<file path="config.mk">
export PLATFORM = sky130hd
export DESIGN_NAME = ilwf_ctrl
export DESIGN_NICKNAME = d
export VERILOG_FILES = /design/src/hw/rtl/ilwf_pkg.sv /design/src/hw/rtl/ilwf_ctrl.sv
export SDC_FILE = /design/constraint.sdc
export NUM_CORES = 1
export LEC_CHECK = 0
export BUFFER_PORTS_ARGS = -buffer_cell sky130_fd_sc_hd__buf_2
export CAP_MARGIN = 15
export CELL_PAD_IN_SITES_DETAIL_PLACEMENT = 1
export CELL_PAD_IN_SITES_GLOBAL_PLACEMENT = 1
export CORE_AREA = 2 2 39 41
export CTS_CLUSTER_SIZE = 8
export DETAILED_ROUTE_END_ITERATION = 8
export DIE_AREA = 0 0 41 43
export HOLD_SLACK_MARGIN = 0.06
export PLACE_DENSITY_LB_ADDON = 0.1
export SYNTH_ARGS = -nofsm -noshare
export SYNTH_HDL_FRONTEND = slang
export SYNTH_SLANG_ARGS = --single-unit
</file>
<file path="constraint.sdc">
create_clock -name i_clk -period 3.45 [get_ports i_clk]
set_input_delay 0.69 -clock i_clk [delete_from_list [all_inputs] [get_ports i_clk]]
set_output_delay 0.69 -clock i_clk [all_outputs]
set_load 0.05 [all_outputs]
</file>
<file path="src/hw/rtl/ilwf_pkg.sv">
// ============================================================================
// ilwf_pkg
// Shared types and constants for the instrument lookup unit.
// ============================================================================
package ilwf_pkg;

    localparam int TABLE_DEPTH = 256;

    // Field widths
    localparam int IDX_W   = 8;
    localparam int BANK_W  = 7;
    localparam int PROG_W  = 7;
    localparam int CFG_W   = 9;
    localparam int LEVEL_W = 2;

    // Stored identity: drum, bank MSB, bank LSB, program. The upper three bits
    // of the architectural 25-bit entry are always zero and are not stored.
    localparam int ENTRY_W = 1 + BANK_W + BANK_W + PROG_W;

    localparam int ADDR_W = (TABLE_DEPTH > 1) ? $clog2(TABLE_DEPTH) : 1;
    localparam int CNT_W  = ($clog2(TABLE_DEPTH + 1) > CFG_W) ?
                            $clog2(TABLE_DEPTH + 1) : CFG_W;

    localparam logic FUNC_WRITE  = 1'b0;
    localparam logic FUNC_LOOKUP = 1'b1;

    localparam logic [LEVEL_W-1:0] LVL_EXACT     = 2'd0;
    localparam logic [LEVEL_W-1:0] LVL_BANK_ZERO = 2'd1;
    localparam logic [LEVEL_W-1:0] LVL_ALL_ZERO  = 2'd2;
    localparam logic [LEVEL_W-1:0] LVL_DEFAULT   = 2'd3;

    typedef enum logic [1:0] {
        S_IDLE,
        S_SCAN,
        S_DRAIN,
        S_FINISH
    } t_state;

    typedef struct packed {
        logic load_key;
        logic table_we;
        logic scan_rd;
        logic load_out;
    } t_cmd;

    typedef struct packed {
        logic count_zero;
        logic scan_last;
        logic out_free;
    } t_status;

endpackage

</file>
<file path="src/hw/rtl/ilwf_ctrl.sv">
// ============================================================================
// ilwf_ctrl
// Sequencer for table writes and the one-entry-per-cycle lookup scan.
// ============================================================================
module ilwf_ctrl
    import ilwf_pkg::*;
(
    input  logic    i_clk,
    input  logic    i_rst_n,
    input  logic    i_valid,
    input  logic    i_func,
    input  t_status i_status,
    output logic    o_ready,
    output t_cmd    o_cmd
);

    t_state r_state;
    t_state n_state;

    always_ff @(posedge i_clk) begin
        if (!i_rst_n) begin
            r_state <= S_IDLE;
        end else begin
            r_state <= n_state;
        end
    end

    always_comb begin
        n_state = r_state;
        unique case (r_state)
            S_IDLE: begin
                if (i_valid && (i_func == FUNC_LOOKUP)) begin
                    n_state = i_status.count_zero ? S_FINISH : S_SCAN;
                end
            end
            S_SCAN: begin
                if (i_status.scan_last) begin
                    n_state = S_DRAIN;
                end
            end
            S_DRAIN: begin
                n_state = S_FINISH;
            end
            S_FINISH: begin
                if (i_status.out_free) begin
                    n_state = S_IDLE;
                end
            end
            default: n_state = S_IDLE;
        endcase
    end

    always_comb begin
        o_ready        = 1'b0;
        o_cmd          = '0;
        unique case (r_state)
            S_IDLE: begin
                o_ready        = 1'b1;
                o_cmd.load_key = i_valid && (i_func == FUNC_LOOKUP);
                o_cmd.table_we = i_valid && (i_func == FUNC_WRITE);
            end
            S_SCAN: begin
                o_cmd.scan_rd = 1'b1;
            end
            S_DRAIN: begin
                o_cmd = '0;
            end
            S_FINISH: begin
                o_cmd.load_out = i_status.out_free;
            end
            default: o_cmd = '0;
        endcase
    end

    // Reads and writes of the table never overlap
    a_no_wr_in_scan: assert property (@(posedge i_clk) disable iff (!i_rst_n)
        !(o_cmd.table_we && o_cmd.scan_rd))
        else $error("table write during scan");

endmodule

</file>
== After elaboration in Yosys (flattened, before gate mapping) ==
Index checks and enable logic that the tools add are counted.
Widths: inputs -> output; s select.

* Flip-flop bits (word level): 2
* Latch bits: 0
* RAM bits: 0
* Memory bits (read-only): 0
* Input bits: 7
* Output and inout port bits: 5
* Word-level logic and storage cells: 21
* Memories: 0

* Add/sub/neg operators: 0
* Multipliers: 0
* Div/mod/pow operators: 0
* Order comparisons: 0
* Equal/unequal tests: 6
* Shift-type cells: 0
* Mux-type cells: 9
* Bitwise logic cells: 1
* Reduce and logical (&&, ||, !) cells: 4

{| class="wikitable"
|+ Operator list
! kind !! count
|-
| $mux 2 || 5
|-
| $pmux 2 s4 || 1
|-
| $ne 2x2->1 const B || 3
|-
| $eq 2x2->1 const B || 2
|-
| $mux 1 || 3
|-
| $reduce_and 3->1 || 1
|-
| $eq 2x1->1 const B || 1
|-
| $logic_and 1x1->1 || 2
|-
| $logic_not 2->1 || 1
|-
| $not 1->1 || 1
|}

== Logic depth before layout (Yosys ltp) ==
* Word-level depth: 3
* Mapped depth: 5
* Gate-level depth less buffers: 5

== Worst setup path after synthesis ==
OpenSTA, ideal clock, no wires.

* Kind: flip-flop to output port
* Start point: reg r_state[0]
* End point: out o_cmd[2] in the netlist's numbering
* Arrival: 1687 ps
* Data required time: 2760 ps
* Path slack: 1073 ps
* Stages on the path, launching flop included: 5
* Path buffers: 0
* Cell sequence: dfxtp_1 inv_1 ha_1 nand2_1 nor2_1

{| class="wikitable"
|+ RTL lines
! element !! line !! source
|-
| start, declared || ilwf_ctrl.sv:17 || <nowiki>t_state r_state;</nowiki>
|-
| start signal, assigned || ilwf_ctrl.sv:24 || <nowiki>r_state <= n_state;</nowiki>
|-
| end, declared || ilwf_ctrl.sv:14 || <nowiki>output t_cmd o_cmd</nowiki>
|}

==> results.txt <==
Die area = 1760 sq um
Post-CTS Setup Inserts = 0
Core box area = 1380 sq um
Final Setup Violations = 0
P_int = 0.142 mW
CTS tree = done
DRT antenna net count = 0
Antenna fix cells = 0
Sequential Area = 40.0 sq um
Layout cells sized above 1 = 43.2%
Number of global-route vias before repair = 181
Die Wd = 41 um
Clock Latency Late Sink = 220 ps
Clk buf depth = 2
Clk pwr share = 17.1%
Initial DRC Count = 5
Post-Syn Nets = 34
Commonest non-fill, non-tap cell in the layout = buf_2
FILL cells = 176
Crit path largest cell delay = 370 ps
Crit-path cells = inv_1 -> ha_1 -> and3_1 -> buf_2
Detail Placement HPWL = 408 um
Worst path slowest cell = dfxtp_1
First-pass GRT wire length = 690 um
Crit. End Element = output pin
Area occupied by multi-input gates = 140 sq um
Final Critical Period = 2030 ps
Total wire length = 485 um
Nets = 50
Drt via density = 3.81
1st-pass router iterations = 4
Biggest regs = r_state: 2 flops
Register area share after synthesis = 20.5%
Synth warnings = 0
CTS Sinks = 2
Clock transition at the registers of the reported paths = 30 ps
Crit path DAT = 1340 ps
I/O pin cnt = 12
Final Hold Violating Endpoints = 0
Synth Register Bits = 2
H-tree level count = 1
Via Count = 202
Sw Ratio = 52.4%
Tot Pwr = 0.299 mW
Crit path kind = register to output pin
Leakage = 0.172 nW
Max reg flops = 2
Register with the most flip-flops = r_state
Worst VDD drop = 0.177 mV
RePlAce Congestion = 0.630
Total Routing Usage GR = 6.31%
Max-Cap Viols = 0
WP data required = 2760 ps
Area of the mapped netlist = 195 sq um
Initial Util = 14.1%
Reg power frac = 15.7%
Max Fclk = 493 MHz
Leading cell types in the layout, fill and taps excluded = 11 x buf_2, 4 x nand2_1, 4 x inv_1, 4 x ha_1, 3 x clkbuf_4
Comb pwr share = 67.3%
Switching power = 0.157 mW
Total grt overflow = 0
Syn Inst Count = 23
Antenna violations before repair = 0
CP max FO = 6
Post-CTS Hold Buffers = 0
Core Rows = 14
CTS Root Cell = clkbuf_4
Setup Skew = 2.98 ps
Status = finished clean
Post-CTS sizing = 0
Unique cell type count in the Yosys netlist = 13
Avg Cell Area, Syn = 8.49 sq um
Largest net degree at the start of global routing = 7
Post-DR wirelength/cell = 9.15 um
PortBufs = 11
DIE HEIGHT = 43 um
Slew @ Worst Pin = 441 ps
Pwr dens = 1020 nW/um^2
Hold Path Class = register to register
DR DRC count = 0
TNS Setup = 0 ps
Post-route insts no fill = 53
Fin crit share = 58.8%
RSZ-0062 raised after global routing = no
Num CTS Buffers = 3
Area delta synth->final = 50.0%
Startpoint type of the worst setup path = register
Slew Viols, Final = 0
Slew headroom = 70.6%
Post-Place Cells = 50
logic make-up (layout without fill, tap and decap cells):
kind of cell               Yosys count  count (layout)  share of synthesized area [%]
and+or+nand+nor                      8               8                           19.2
muxes                                2               2                           10.9
DFF                                  2               2                           20.5
buffers and inverters                4              18                           7.69
adders and majority gates            4               4                           25.6
AOI/OAI and AO/OA                    3               3                           16.0
critical path, delay by kind of cell, from the launching register on:
kind	cells	cell delay, ps
AND/OR/NAND/NOR	1	200
buffers and inverters	2	280
adder cells (fa/ha/maj)	1	260
flip-flops	1	370
cell usage after synthesis (all sizes together):
cell type / n / area share [%]
a221o: 1 / 5.8
and3: 1 / 3.2
or2: 1 / 3.2
ha: 4 / 26
mux2i: 1 / 5.1
dfxtp: 2 / 21
nand2: 4 / 7.7
a222oi: 1 / 5.1
o211a: 1 / 5.1
nor2: 1 / 1.9
inv: 4 / 7.7
and2: 1 / 3.2
mux2: 1 / 5.8
path summary, 6_finish.rpt:
| kind | from | end | slack (ps) | cells after the start |
|---|---|---|---|---|
| worst max-delay path | r_state[0] | o_cmd[3] | 1420 | 4 |
| worst min-delay path | r_state[1] | r_state[1] | 500 | 2 |
| worst max register to register | r_state[0] | r_state[0] | 1950 | 5 |
| worst min register to register | r_state[1] | r_state[1] | 500 | 2 |
stage by stage:
step	hold slack (ps)	worst slack (ps)	util (%)	area (sq um)
after CTS	509	1380	21.2	293
after global routing	542	1300	21.2	293
final	502	1420	21.2	293
after floorplan	468	1070	-	195
after detailed placement	505	1570	19.5	270
after global placement	502	1590	19.5	270
layout make-up:
cell class | instances | area share [%]
Multi-Input combinational cell | 17 | 47.9
Clock buffer | 3 | 7.69
Inverter | 4 | 5.13
Sequential cell | 2 | 13.7
Tap cell | 16 | 6.84
Timing Repair Buffer | 11 | 18.8
metal layers:
layer / track usage [%] / vias to the layer above / part of all wire [%]
li1: - / 106 / -
met1: 6.69 / 86 / 42
met2: 8.44 / 10 / 45
met3: 3.14 / 0 / 12
met4: 6.00 / 0 / 0
met5: 0 / - / 0
power by group through the flow:
stage,Clock [mW],Combinational (mW),Sequential (mW)
after floorplan,0,0.169,0.0438
after global placement,0,0.204,0.0475
after detailed placement,0,0.206,0.0479
after CTS,0.0543,0.206,0.0475
after global routing,0.0576,0.220,0.0503
final,0.0510,0.201,0.0469
Power figures use the tool's default switching activity.
